==> config.mk <==
export PLATFORM = sky130hd
export DESIGN_NAME = pip_cfg_regs
export DESIGN_NICKNAME = d
export VERILOG_FILES = /design/src/rtl/core/point_in_polygon_test_top_macros.svh /design/src/rtl/core/pip_pkg.sv /design/src/rtl/core/pip_cfg_regs.sv
export SDC_FILE = /design/constraint.sdc
export NUM_CORES = 1
export LEC_CHECK = 0
export BUFFER_PORTS_ARGS = -buffer_cell sky130_fd_sc_hd__buf_2
export CORE_AREA = 2 2 209 211
export CTS_CLUSTER_DIAMETER = 120
export DETAILED_ROUTE_END_ITERATION = 16
export DIE_AREA = 0 0 211 213
export GPL_ROUTABILITY_DRIVEN = 1
export PLACE_DENSITY = 0.67
export SYNTH_ARGS = -nofsm -noshare
export SYNTH_HDL_FRONTEND = slang
export SYNTH_SLANG_ARGS = --single-unit
==> constraint.sdc <==
create_clock -name clk -period 2.92 [get_ports clk]
set_clock_uncertainty 0.15 [all_clocks]
set_input_delay 0.146 -clock clk [delete_from_list [all_inputs] [get_ports clk]]
set_output_delay 0.146 -clock clk [all_outputs]
set_load 0.03 [all_outputs]
==> src/rtl/core/point_in_polygon_test_top_macros.svh <==
// Assertion macros for the point-in-polygon test block.
// Used by pip_cell.sv under rtl/core; assertions drop out under SYNTHESIS.
`ifndef POINT_IN_POLYGON_TEST_TOP_MACROS_SVH
`define POINT_IN_POLYGON_TEST_TOP_MACROS_SVH
`ifndef SYNTHESIS
// same-cycle implication
`define PIP_ASSERT(label, clk, rst_n, ante, cons) \
	label: assert property (@(posedge clk) disable iff (!rst_n) (ante) |-> (cons)) \
		else $error("pip assertion failed");
// next-cycle implication
`define PIP_ASSERT_NX(label, clk, rst_n, ante, cons) \
	label: assert property (@(posedge clk) disable iff (!rst_n) (ante) |=> (cons)) \
		else $error("pip assertion failed");
`else
`define PIP_ASSERT(label, clk, rst_n, ante, cons)
`define PIP_ASSERT_NX(label, clk, rst_n, ante, cons)
`endif
`endif

==> src/rtl/core/pip_pkg.sv <==
// Shared constants and types for the point-in-polygon test block.
// No dependencies; used by every module in rtl/core.
package pip_pkg;

	localparam int MAX_VERTICES    = 6;
	localparam int COORD_FRAC_BITS = 4;

	localparam int VERTEX_REGS = 6;
	localparam int NUM_CELLS   = (MAX_VERTICES < VERTEX_REGS) ? MAX_VERTICES : VERTEX_REGS;
	localparam int CELL_W      = $clog2(VERTEX_REGS);

	localparam int PNT_W   = 16;
	localparam int COORD_W = 20;
	localparam int VTX_W   = 2 * COORD_W;
	localparam int VCNT_W  = 3;
	localparam int PT_W    = PNT_W + COORD_FRAC_BITS;
	localparam int CMP_W   = ((PT_W > COORD_W) ? PT_W : COORD_W) + 1;
	localparam int PROD_W  = 2 * CMP_W;

	// register map
	localparam int CFG_IDX_W        = 3;
	localparam int REG_VERTEX_COUNT = 0;
	localparam int REG_VERTEX_A     = 1;
	localparam logic [VCNT_W-1:0] VCNT_RESET = VCNT_W'(4);

	typedef logic signed [COORD_W-1:0] coord_t;
	typedef logic signed [CMP_W-1:0]   cmp_t;
	typedef logic signed [PROD_W-1:0]  prod_t;

	typedef struct packed {
		logic signed [PNT_W-1:0] point_x;
		logic signed [PNT_W-1:0] point_y;
		logic                    flag;
	} word_t;

	// one polygon edge: vertex i and its predecessor j
	typedef struct packed {
		coord_t xi;
		coord_t yi;
		coord_t xj;
		coord_t yj;
		logic   en;
	} seg_t;

endpackage

==> src/rtl/core/pip_cfg_regs.sv <==
// Vertex count and vertex registers, and the edge list handed to the cells.
// Depends on pip_pkg.
module pip_cfg_regs (
	input  logic                            clk,
	input  logic                            arst_n,
	input  logic                            cfg_we,
	input  logic [pip_pkg::CFG_IDX_W-1:0]   cfg_index,
	input  logic [pip_pkg::VTX_W-1:0]       cfg_data,
	output pip_pkg::seg_t                   segs [pip_pkg::NUM_CELLS]
);

	logic [pip_pkg::VCNT_W-1:0] vcnt_q;
	logic [pip_pkg::VTX_W-1:0]  vtx_q [pip_pkg::VERTEX_REGS];
	logic [pip_pkg::VCNT_W-1:0] n_eff;
	logic [pip_pkg::CELL_W-1:0] last_idx;

	always_ff @(posedge clk or negedge arst_n) begin
		if (!arst_n) begin
			vcnt_q <= pip_pkg::VCNT_RESET;
			for (int k = 0; k < pip_pkg::VERTEX_REGS; k++) begin
				vtx_q[k] <= '0;
			end
		end else if (cfg_we) begin
			if (cfg_index == pip_pkg::CFG_IDX_W'(pip_pkg::REG_VERTEX_COUNT)) begin
				vcnt_q <= cfg_data[pip_pkg::VCNT_W-1:0];
			end
			for (int k = 0; k < pip_pkg::VERTEX_REGS; k++) begin
				if (cfg_index == pip_pkg::CFG_IDX_W'(pip_pkg::REG_VERTEX_A + k)) begin
					vtx_q[k] <= cfg_data;
				end
			end
		end
	end

	// count clamps to the number of cells; edge 0 closes on the last vertex in use
	always_comb begin
		if (vcnt_q > pip_pkg::VCNT_W'(pip_pkg::NUM_CELLS)) begin
			n_eff = pip_pkg::VCNT_W'(pip_pkg::NUM_CELLS);
		end else begin
			n_eff = vcnt_q;
		end
		if (n_eff == '0) begin
			last_idx = '0;
		end else begin
			last_idx = pip_pkg::CELL_W'(n_eff - pip_pkg::VCNT_W'(1));
		end
	end

	always_comb begin
		for (int k = 0; k < pip_pkg::NUM_CELLS; k++) begin
			segs[k].xi = vtx_q[k][pip_pkg::VTX_W-1:pip_pkg::COORD_W];
			segs[k].yi = vtx_q[k][pip_pkg::COORD_W-1:0];
			if (k == 0) begin
				segs[k].xj = vtx_q[last_idx][pip_pkg::VTX_W-1:pip_pkg::COORD_W];
				segs[k].yj = vtx_q[last_idx][pip_pkg::COORD_W-1:0];
			end else begin
				segs[k].xj = vtx_q[k-1][pip_pkg::VTX_W-1:pip_pkg::COORD_W];
				segs[k].yj = vtx_q[k-1][pip_pkg::COORD_W-1:0];
			end
			segs[k].en = (pip_pkg::VCNT_W'(k) < n_eff);
		end
	end

endmodule

==> summary.txt <==
Detailed routing
  • Met1 WL: 23.7 mm
  • DRT Pass-1 Iters: 5
  • WL per Instance: 25.2 um
  • DRT iter0 DRCs: 686
  • DR vias: 11,818
  • DRT antenna net count: 0
  • Drt via density: 5.35
  • Residual DRC count: 0
  • WL met3: 3.53 mm
  • Max layer used: met4
  • Wire length on met2: 26.9 mm
  • Total routed wirelength: 55.8 mm

Floorplanning
  • Die Wd: 211 um
  • Num ports: 532
  • Area of the die: 0.0449 sq mm
  • Initial Utilization: 0.327
  • Chip height: 213 um
  • Std-Cell Core Area: 0.0427 sq mm
  • FP Rows: 76

Setup path
  • WP data required: 2.62 ns
  • Critical path, cell by cell: nor2_4, ha_4, buf_12, buf_16, nand2b_4, a21boi_2, a2111oi_4, buf_4, o32ai_2, buf_4
  • Cell family with most CP delay: buffers and inverters
  • Critical path depth: 10
  • Critical Path Source: vcnt_q[0]
  • CP arrival: 2.70 ns
  • Critical Path Sink: segs[434]
  • R2R setup slack: 1.33 ns
  • Crit Path Max Fanout: 7
  • CP peak stage delay: 0.51 ns
  • Worst R2R End: vcnt_q[0]
  • Critical Path Most Common Cell: buf_4
  • Critical path type: flip-flop to output port
  • Slowest CP cell: dfrtp_4
  • Number of buffers and inverters on the critical path: 4
  • Critical Path Source Type: flip-flop
  • FF-to-FF Start: vcnt_q[0]
  • Worst Setup End Kind: output port
  • R2R depth: 3

Clocking
  • Sink Count: 243
  • Reg clk slew, reported paths: 0.06 ns
  • CTS H-tree lvls: 1
  • Maximum root-to-sink buffer count: 3
  • Number of CTS-inserted buffers: 26
  • Clk_lat worst skew: 0.54 ns
  • Root buffer cell: clkbuf_16
  • TritonCTS clock tree: done

Timing
  • Tcrit/Tclk final: 1.03
  • Fin worst setup slack: -0.0786 ns
  • Fin. max-slew vios: 0
  • Unrepaired setup endpoints after global routing: true
  • Smallest hold slack: 0.0404 ns
  • Final setup violation count: 26
  • Fin Setup TNS: -1.24 ns
  • Slew @ Worst Pin: 0.729 ns
  • Final hold viol count: 0
  • Min Tclk post-route: 3.00 ns
  • Slew HR: 0.514
  • Maximum clock rate: 333 MHz

Logic synthesis
  • Post-synth top area cell: dfrtp_1
  • Syn Std Cell Area: 0.0140 sq mm
  • Top cells by area, synth: dfrtp_1, mux2_2, buf_4
  • Register bit total from synthesis: 243
  • Ys Warns: 0
  • Post-Synthesis Cells: 1,245
  • Sequential area share after synthesis: 0.436
  • Yosys top cell area share: 0.434
  • Syn_area_per_cell: 11.2 sq um
  • Post-synth cell types: 27
  • Syn Nets: 1,293

Global routing
  • Largest net degree at the start of global routing: 69
  • First-pass GRT wire length: 73.9 mm
  • Vias in the first global route: 11,600
  • Total grt overflow: 0
  • Total GRT Usage: 0.219
  • Initial antenna violation count: 1

Power
  • Power per cell area: 1020 mW/mm^2
  • Sequential share of power: 0.264
  • Cell Int Power: 10.4 mW
  • IR Drop Worst-Case VDD: 0.569 mV
  • Combinational power share: 0.557
  • Switching Share: 0.472
  • Clk network pwr share: 0.180
  • Leakage: 8.73 nW
  • P_sw: 9.26 mW

Final layout
  • Most frequent cells in the layout: buf_2, dfrtp_1, mux2_2, nand2_1, buf_4
  • Area Overhead vs Synth: 38.2%
  • Commonest non-fill, non-tap cell in the layout: buf_2
  • Nets: 1,693
  • Share of cells above drive strength 1: 0.623

Status
  • Failing checks: negative setup slack
  • Outcome: finished, violations left

Placement
  • DP HPWL: 31.8 mm
  • Input/output buffers: 531
  • Routability cong.: 0.819

Worst hold path
  • Min-Delay Path Depth: 5
  • Hold WC Path Type: input pin to flip-flop

Job
  • Max-cap violation count: 0
[metrics by stage]
step	setup slack [ns]	total power, mW	utilization	cells	area [sq um]
6_report	-0.0786	19.6	0.452	2211	19300
5_1_grt	-0.148	20.4	0.451	2210	19300
4_1_cts	-0.0774	18.9	0.433	2185	18500
3_5_place_dp	0.0678	14.1	0.379	2073	16200
3_3_place_gp	0.155	14.0	0.379	2073	16200
2_1_floorplan	0.186	12.0	-	1245	14300
[power groups by stage]
stage               Clock [mW]  Combinational (mW)  Sequential [mW]
floorplan                    0                5.66             6.31
global placement             0                8.93             5.05
detailed placement           0                8.99             5.11
CTS                       3.58                10.2             5.11
global route              3.72                11.4             5.28
finish                    3.53                10.9             5.18
[worst min-delay path by stage]
| stage | from | endpoint | slack, ns |
|---|---|---|---|
| finish | cfg_we | vcnt_q[2] | 0.04 |
| global route | arst_n | segs[184] | 0.09 |
| CTS | arst_n | segs[265] | 0.03 |
| detailed placement | arst_n | segs[265] | 0.02 |
| global placement | arst_n | segs[265] | 0.02 |
| floorplan | arst_n | segs[100] | -0.30 |
[layer usage]
| layer | track usage | vias up |
|---|---|---|
| met5 | 0 | - |
| li1 | - | 5096 |
| met3 | 0.0363 | 89 |
| met1 | 0.280 | 6065 |
| met4 | 0.0697 | 0 |
| met2 | 0.377 | 568 |
[kinds of logic after synthesis]
group,Yosys count,synth area share
AOI/OAI and AO/OA,202,0.101
muxes,322,0.253
buffers and inverters,294,0.138
adders and majority gates,2,0.00179
DFF,243,0.436
and+or+nand+nor,182,0.0700
[Yosys cell counts]
| master | instances |
|---|---|
| o32ai_1 | 40 |
| nor3_1 | 2 |
| buf_1 | 5 |
| buf_2 | 36 |
| a21boi_1 | 15 |
| nand3b_1 | 1 |
| dfstp_2 | 1 |
| o21ai_0 | 41 |
| inv_1 | 3 |
| nand2_1 | 86 |
| nor3b_1 | 43 |
| nand2b_1 | 43 |
| mux2_2 | 224 |
| ha_1 | 2 |
| a21oi_2 | 1 |
| dfrtp_1 | 242 |
| nand3_1 | 1 |
| nor2_1 | 2 |
| buf_4 | 208 |
| a2111oi_0 | 40 |
| nand4b_1 | 3 |
| or2_2 | 1 |
| a21oi_1 | 40 |
| mux2_1 | 18 |
| mux2i_1 | 80 |
| clkbuf_1 | 42 |
| a21boi_0 | 25 |
[sequential cells by signal, summed over array words and instances (netlist names)]
signal  cells
segs      240
vcnt_q      3
[what timing repair did]
action / in CTS / in global routing
pin swaps: 21 / 38
hold endpoints to repair: 486 / 0
hold buffers: 43 / 0
gates cloned: 11 / 14
setup buffers: 11 / 11
resized for setup: 164 / 98
endpoints found under the setup margin: 40 / 40
[worst register-to-register path, stage by stage, from the launching register on]
cell and delay [ns]:
dfrtp_4 0.51, buf_4 0.17, bufbuf_16 0.32, mux2_2 0.33
[cell type report]
cell class / instances / area [sq um]
diodes: 1 / 2.50
repair buffers: 663 / 4600
well taps: 546 / 683
flip-flops and latches: 243 / 6090
multi-input cells: 708 / 6980
clock buffers: 40 / 805
fillers: 3883 / 23400
inverters: 3 / 13.8
clock inverters: 7 / 110
Power figures use the tool's default switching activity.
