**src/rtl/core/point_in_polygon_test_top_macros.svh**
```systemverilog
// Assertion macros for the point-in-polygon test block.
// Used by pip_cell.sv under rtl/core; assertions drop out under SYNTHESIS.
`ifndef POINT_IN_POLYGON_TEST_TOP_MACROS_SVH
`define POINT_IN_POLYGON_TEST_TOP_MACROS_SVH
`ifndef SYNTHESIS
// same-cycle implication
`define PIP_ASSERT(label, clk, rst_n, ante, cons) \
	label: assert property (@(posedge clk) disable iff (!rst_n) (ante) |-> (cons)) \
		else $error("pip assertion failed");
// next-cycle implication
`define PIP_ASSERT_NX(label, clk, rst_n, ante, cons) \
	label: assert property (@(posedge clk) disable iff (!rst_n) (ante) |=> (cons)) \
		else $error("pip assertion failed");
`else
`define PIP_ASSERT(label, clk, rst_n, ante, cons)
`define PIP_ASSERT_NX(label, clk, rst_n, ante, cons)
`endif
`endif

```
**src/rtl/core/pip_pkg.sv**
```systemverilog
// Shared constants and types for the point-in-polygon test block.
// No dependencies; used by every module in rtl/core.
package pip_pkg;

	localparam int MAX_VERTICES    = 6;
	localparam int COORD_FRAC_BITS = 4;

	localparam int VERTEX_REGS = 6;
	localparam int NUM_CELLS   = (MAX_VERTICES < VERTEX_REGS) ? MAX_VERTICES : VERTEX_REGS;
	localparam int CELL_W      = $clog2(VERTEX_REGS);

	localparam int PNT_W   = 16;
	localparam int COORD_W = 20;
	localparam int VTX_W   = 2 * COORD_W;
	localparam int VCNT_W  = 3;
	localparam int PT_W    = PNT_W + COORD_FRAC_BITS;
	localparam int CMP_W   = ((PT_W > COORD_W) ? PT_W : COORD_W) + 1;
	localparam int PROD_W  = 2 * CMP_W;

	// register map
	localparam int CFG_IDX_W        = 3;
	localparam int REG_VERTEX_COUNT = 0;
	localparam int REG_VERTEX_A     = 1;
	localparam logic [VCNT_W-1:0] VCNT_RESET = VCNT_W'(4);

	typedef logic signed [COORD_W-1:0] coord_t;
	typedef logic signed [CMP_W-1:0]   cmp_t;
	typedef logic signed [PROD_W-1:0]  prod_t;

	typedef struct packed {
		logic signed [PNT_W-1:0] point_x;
		logic signed [PNT_W-1:0] point_y;
		logic                    flag;
	} word_t;

	// one polygon edge: vertex i and its predecessor j
	typedef struct packed {
		coord_t xi;
		coord_t yi;
		coord_t xj;
		coord_t yj;
		logic   en;
	} seg_t;

endpackage

```
**src/rtl/core/pip_cell.sv**
```systemverilog
// One edge cell: cross-multiply in the first stage, compare and toggle in the second.
// Depends on pip_pkg and point_in_polygon_test_top_macros.svh.
`include "point_in_polygon_test_top_macros.svh"
module pip_cell (
	input  logic           clk,
	input  logic           arst_n,
	input  pip_pkg::seg_t  seg,
	input  logic           up_valid,
	input  pip_pkg::word_t up_word,
	output logic           up_stall,
	output logic           dn_valid,
	output pip_pkg::word_t dn_word,
	input  logic           dn_stall
);

	logic           vld_s1, vld_s2;
	pip_pkg::word_t word_s1, word_s2;
	pip_pkg::prod_t lhs_s1, rhs_s1;
	logic           hit_s1, dypos_s1;
	logic           adv1, adv2;

	pip_pkg::cmp_t  px_e, py_e, xi_e, yi_e, xj_e, yj_e, dy;
	pip_pkg::prod_t lhs, rhs;
	logic           hit, left;

	assign adv2     = !vld_s2 || !dn_stall;
	assign adv1     = !vld_s1 || adv2;
	assign up_stall = !adv1;
	assign dn_valid = vld_s2;
	assign dn_word  = word_s2;

	always_comb begin
		px_e = pip_pkg::cmp_t'(up_word.point_x) <<< pip_pkg::COORD_FRAC_BITS;
		py_e = pip_pkg::cmp_t'(up_word.point_y) <<< pip_pkg::COORD_FRAC_BITS;
		xi_e = pip_pkg::cmp_t'(seg.xi);
		yi_e = pip_pkg::cmp_t'(seg.yi);
		xj_e = pip_pkg::cmp_t'(seg.xj);
		yj_e = pip_pkg::cmp_t'(seg.yj);
		dy   = yj_e - yi_e;
		hit  = seg.en && ((yi_e > py_e) != (yj_e > py_e));
		// sign of dy decides the direction of the left-of compare
		lhs  = pip_pkg::prod_t'(pip_pkg::cmp_t'(px_e - xi_e)) * pip_pkg::prod_t'(dy);
		rhs  = pip_pkg::prod_t'(pip_pkg::cmp_t'(xj_e - xi_e))
			* pip_pkg::prod_t'(pip_pkg::cmp_t'(py_e - yi_e));
	end

	assign left = dypos_s1 ? (lhs_s1 < rhs_s1) : (lhs_s1 > rhs_s1);

	always_ff @(posedge clk or negedge arst_n) begin
		if (!arst_n) begin
			vld_s1 <= 1'b0;
			vld_s2 <= 1'b0;
		end else begin
			if (adv1) begin
				vld_s1 <= up_valid;
			end
			if (adv2) begin
				vld_s2 <= vld_s1;
			end
		end
	end

	always_ff @(posedge clk) begin
		if (adv1 && up_valid) begin
			word_s1  <= up_word;
			lhs_s1   <= lhs;
			rhs_s1   <= rhs;
			hit_s1   <= hit;
			dypos_s1 <= (dy > pip_pkg::cmp_t'(0));
		end
		if (adv2 && vld_s1) begin
			word_s2.point_x <= word_s1.point_x;
			word_s2.point_y <= word_s1.point_y;
			word_s2.flag    <= word_s1.flag ^ (hit_s1 && left);
		end
	end

	`PIP_ASSERT(a_empty_no_stall, clk, arst_n, !vld_s1, !up_stall)
	`PIP_ASSERT_NX(a_s1_hold, clk, arst_n, vld_s1 && !adv2,
		vld_s1 && $stable(word_s1) && $stable(lhs_s1) && $stable(rhs_s1))
	`PIP_ASSERT_NX(a_s2_hold, clk, arst_n, vld_s2 && dn_stall, vld_s2 && $stable(word_s2))
	`PIP_ASSERT_NX(a_s2_fill, clk, arst_n, vld_s1 && adv2, vld_s2)

endmodule

```
**config.mk**
```make
export PLATFORM = sky130hd
export DESIGN_NAME = pip_cell
export DESIGN_NICKNAME = d
export VERILOG_FILES = /design/src/rtl/core/pip_pkg.sv /design/src/rtl/core/pip_cell.sv
export VERILOG_INCLUDE_DIRS = /design/src /design/src/rtl/core
export SDC_FILE = /design/constraint.sdc
export NUM_CORES = 2
export LEC_CHECK = 0
export BUFFER_PORTS_ARGS = -buffer_cell sky130_fd_sc_hd__buf_2
export CORE_MARGIN = 5
export CORE_UTILIZATION = 26
export CTS_BUF_LIST = sky130_fd_sc_hd__clkbuf_4
export DETAILED_ROUTE_END_ITERATION = 12
export GPL_ROUTABILITY_DRIVEN = 0
export PLACE_DENSITY_LB_ADDON = 0.2
export SYNTH_ARGS = -nofsm -noshare
export SYNTH_HDL_FRONTEND = slang
export SYNTH_SLANG_ARGS = --single-unit
```
**constraint.sdc**
```tcl
create_clock -name clk -period 8.4 [get_ports clk]
set_input_delay 2.1 -clock clk [delete_from_list [all_inputs] [get_ports clk]]
set_output_delay 2.1 -clock clk [all_outputs]
set_load 0.02 [all_outputs]
```
==> run_results.csv <==
group,metric,value,unit
logic_synthesis,syn_area,42300,µm²
logic_synthesis,synth_top_area_frac,0.435,
sta,slew_violations,0,
logic_synthesis,synth_nets,5916,
logic_synthesis,ys_ff_latch,154,
worst_setup_path,worstReg2RegStart,"rhs_s1[41]$_DFFE_PP_",
grt,grt_max_degree,71,
placed_design,dp_slack,-2.90,ns
routing,firstDrtPassIters,5,
job,drv_cap,0,
logic_synthesis,yosysMostFrequentCell,"inv_1",
clock_network,cts_made_buffers,17,
sta,clock_skew,0.0781,ns
die,start_util,0.261,
routing,wirelength,139,mm
worst_setup_path,timing.reg2reg.setup_slack,5.17,ns
grt,antenna_found_initial,13,
placed_design,io_buffer_count,152,
die,die_h,413,µm
worst_setup_path,crit_path_top_delay_cell,"a2111oi_4",
routing,drcViolationCount,0,
routing,dr.first_iter.drc_count,1561,
clock_network,clk_latency,0.84,ns
sta,maxSlewHeadroom,0.298,
logic_synthesis,ys.flop_type,"edfxtp_1",
routing,vias,33458,
cells_and_area,fill_cells,16820,
cells_and_area,finalInstanceArea,56600,µm²
worst_hold_path,hp-start,"word_s1[1]$_DFFE_PP_",
worst_hold_path,min_path_cells,0,
clock_network,cts-root-buf,"clkbuf_4",
worst_setup_path,path_delay_family,"adder cells",
die,die_area,171000,µm²
routing,wl_per_cell,18.1,µm
logic_synthesis,synth.largest_area_cell,"fa_1",
die,num_rows,148,
worst_hold_path,holdCritPathClass,"reg -> reg",
worst_setup_path,path_common_cell,"fa_1",
grt,grt_pass1_vias,36555,
routing,drtAntennaViolNets,0,
worst_setup_path,cp.arrival,10.45,ns
clock_network,tritoncts,"done",
routing,vias_per_cell,4.35,
worst_setup_path,rr_worst_depth,10,
die,die_x,413,µm
clock_network,htreeDepth,4,
cells_and_area,layout-drive-gt1-share,0.292,
grt,gr-usage-all-layers,0.169,
clock_network,cts.sinks,154,
logic_synthesis,syn_area_per_cell,9.36,µm²
sta,fin_crit,9.90,ns
logic_synthesis,synth_cell_types,89,
cells_and_area,nets,6883,
logic_synthesis,yosysWarnings,0,
die,pin_count,153,
grt,grt-ovfl-total,0,
cells_and_area,fin_util,0.349,
status,outcome,"finished with violations",
worst_setup_path,worstPathMaxFanout,6,
placed_design,place_area,54000,µm²
clock_network,cts.clk_slew.worst_paths,0.14,ns
logic_synthesis,synth-edff-count,152,
worst_setup_path,cp_data_required_time,8.94,ns
sta,tns,-60.04,ns
worst_setup_path,max_stage_delay,0.62,ns
sta,setup_ws,-1.50,ns
sta,final-setup-viol-count,59,
sta,grt_setup_unrepaired,"true",
sta,fmax,101,MHz
logic_synthesis,synth_cells,4524,
placed_design,dp_hpwl,125,mm
status,violations,"setup timing",
clock_network,holdBufCountCts,0,
logic_synthesis,yosys-top-cells-area,"fa_1 (44%), edfxtp_1 (11%), ha_1 (10%)",
die,core,162000,µm²
grt,grt_pass1_wl,218,mm
cells_and_area,areaGrowthSynthToFinish,33.7,%
worst_hold_path,min_to,"dn_word[1]$_DFFE_PP_",
worst_setup_path,start_kind,"input pin",
worst_setup_path,path_buf_inv,11,
sta,period_share,1.18,
logic_synthesis,synth_seq_area_share,0.109,
logic_synthesis,async_flop_share,0.0130,
clock_network,clockBufferDepth,2,
worst_setup_path,end_kind,"flip-flop",
worst_setup_path,crit_type,"in -> reg",
logic_synthesis,synth_commonest_cells,"inv_1 (1135), fa_1 (920), nand2_1 (646), ha_1 (354), nor2_1 (191)",
worst_setup_path,r2r_end,"dn_word[0]$_DFFE_PP_",
sta,worst_pin_slew,1.04,ns
sta,hold_viol,0,
[worst max-delay path by stage]
stage	end	depth (start not counted)	startpoint
after floorplan	rhs_s1[41]$_DFFE_PP_	33	seg[21]
after global placement	rhs_s1[41]$_DFFE_PP_	36	seg[62]
after detailed placement	rhs_s1[41]$_DFFE_PP_	36	seg[62]
after CTS	lhs_s1[35]$_DFFE_PP_	35	seg[67]
after global routing	lhs_s1[35]$_DFFE_PP_	37	seg[65]
final	lhs_s1[41]$_DFFE_PP_	37	seg[65]
[stage by stage]
step / hold WS (ns) / cells
final: 0.435 / 7686
after global routing: 0.438 / 7684
after CTS: 0.437 / 7661
after detailed placement: 0.405 / 7571
after global placement: 0.401 / 7571
after floorplan: 0.400 / 4524
[flip-flops by register name (all words and copies together) (netlist names)]
register / cells
dn_valid: 1
dn_word: 33
dypos_s1: 1
hit_s1: 1
lhs_s1: 42
rhs_s1: 42
vld_s1: 1
word_s1: 33
[worst reg2reg max path: cells and delay by family (launching register included)]
kind	cells	cell delay [ns]
muxes	2	0.69
DFF	1	0.42
buffers and inverters	1	0.06
AOI/OAI and AO/OA	1	0.28
adders and majority gates	1	0.49
xor gates and xnor gates	1	0.12
and+or+nand+nor	4	0.94
[timing repair]
item                                    in CTS  in global routing
resized for setup                          278                104
setup buffers                               66                 20
pin swaps                                  206                 94
endpoints found under the setup margin      59                 61
[layout by cell type (no fill, tap or decap), types with 17 or more instances in the layout]
cell	synthesis	final
fa_2	0	36
buf_6	3	48
nor3_1	41	36
ha_4	0	55
buf_2	17	140
a21oi_2	5	46
ha_1	354	299
o21ai_2	1	20
o21a_1	22	22
a21oi_4	1	17
inv_2	1	51
fa_1	920	884
and2_1	109	96
nand2_2	10	32
nor2b_1	55	51
clkbuf_4	0	18
xnor2_2	2	31
a21oi_1	134	77
o21ai_0	62	35
xnor2_1	118	79
inv_1	1135	1076
nand2_4	0	17
buf_4	3	822
nand2_1	646	607
edfxtp_1	152	152
buf_12	1	80
nand2b_1	52	50
nor2_1	191	174
nand3_1	21	19
nand4_1	20	20
xor2_1	60	45
a21o_1	63	63
[per-layer routing]
layer / GRT usage / wire length, µm / up-vias
met5: 0 / 0 / -
met4: 0.0304 / 2300 / 0
met3: 0.0143 / 4180 / 94
met2: 0.282 / 66100 / 511
met1: 0.241 / 66600 / 17315
li1: - / - / 15538
[final cells by class]
type / instances / area (µm²) / area share
Inverter: 1137 / 4340 / 0.0766
Antenna cell: 7 / 17.5 / 0.000310
Clock inverter: 14 / 111 / 0.00197
Clock buffer: 18 / 135 / 0.00239
Multi-Input combinational cell: 3084 / 35500 / 0.628
Timing Repair Buffer: 1097 / 9130 / 0.161
Tap cell: 2175 / 2720 / 0.0481
Sequential cell: 154 / 4610 / 0.0815
[logic make-up (layout without fill, tap and decap cells)]
logic type	count (synthesis)	after routing	share of synthesized area
buffers and inverters	1286	2266	0.116
adders and majority gates	1274	1274	0.540
and+or+nand+nor	1198	1198	0.127
DFF	154	154	0.109
other	0	7	0
AOI/OAI and AO/OA	425	425	0.0688
muxes	7	7	0.00166
xor gates and xnor gates	180	180	0.0376
Power is not shown: default switching activity piles up to over one toggle a cycle in this logic, so the estimate is an artifact.
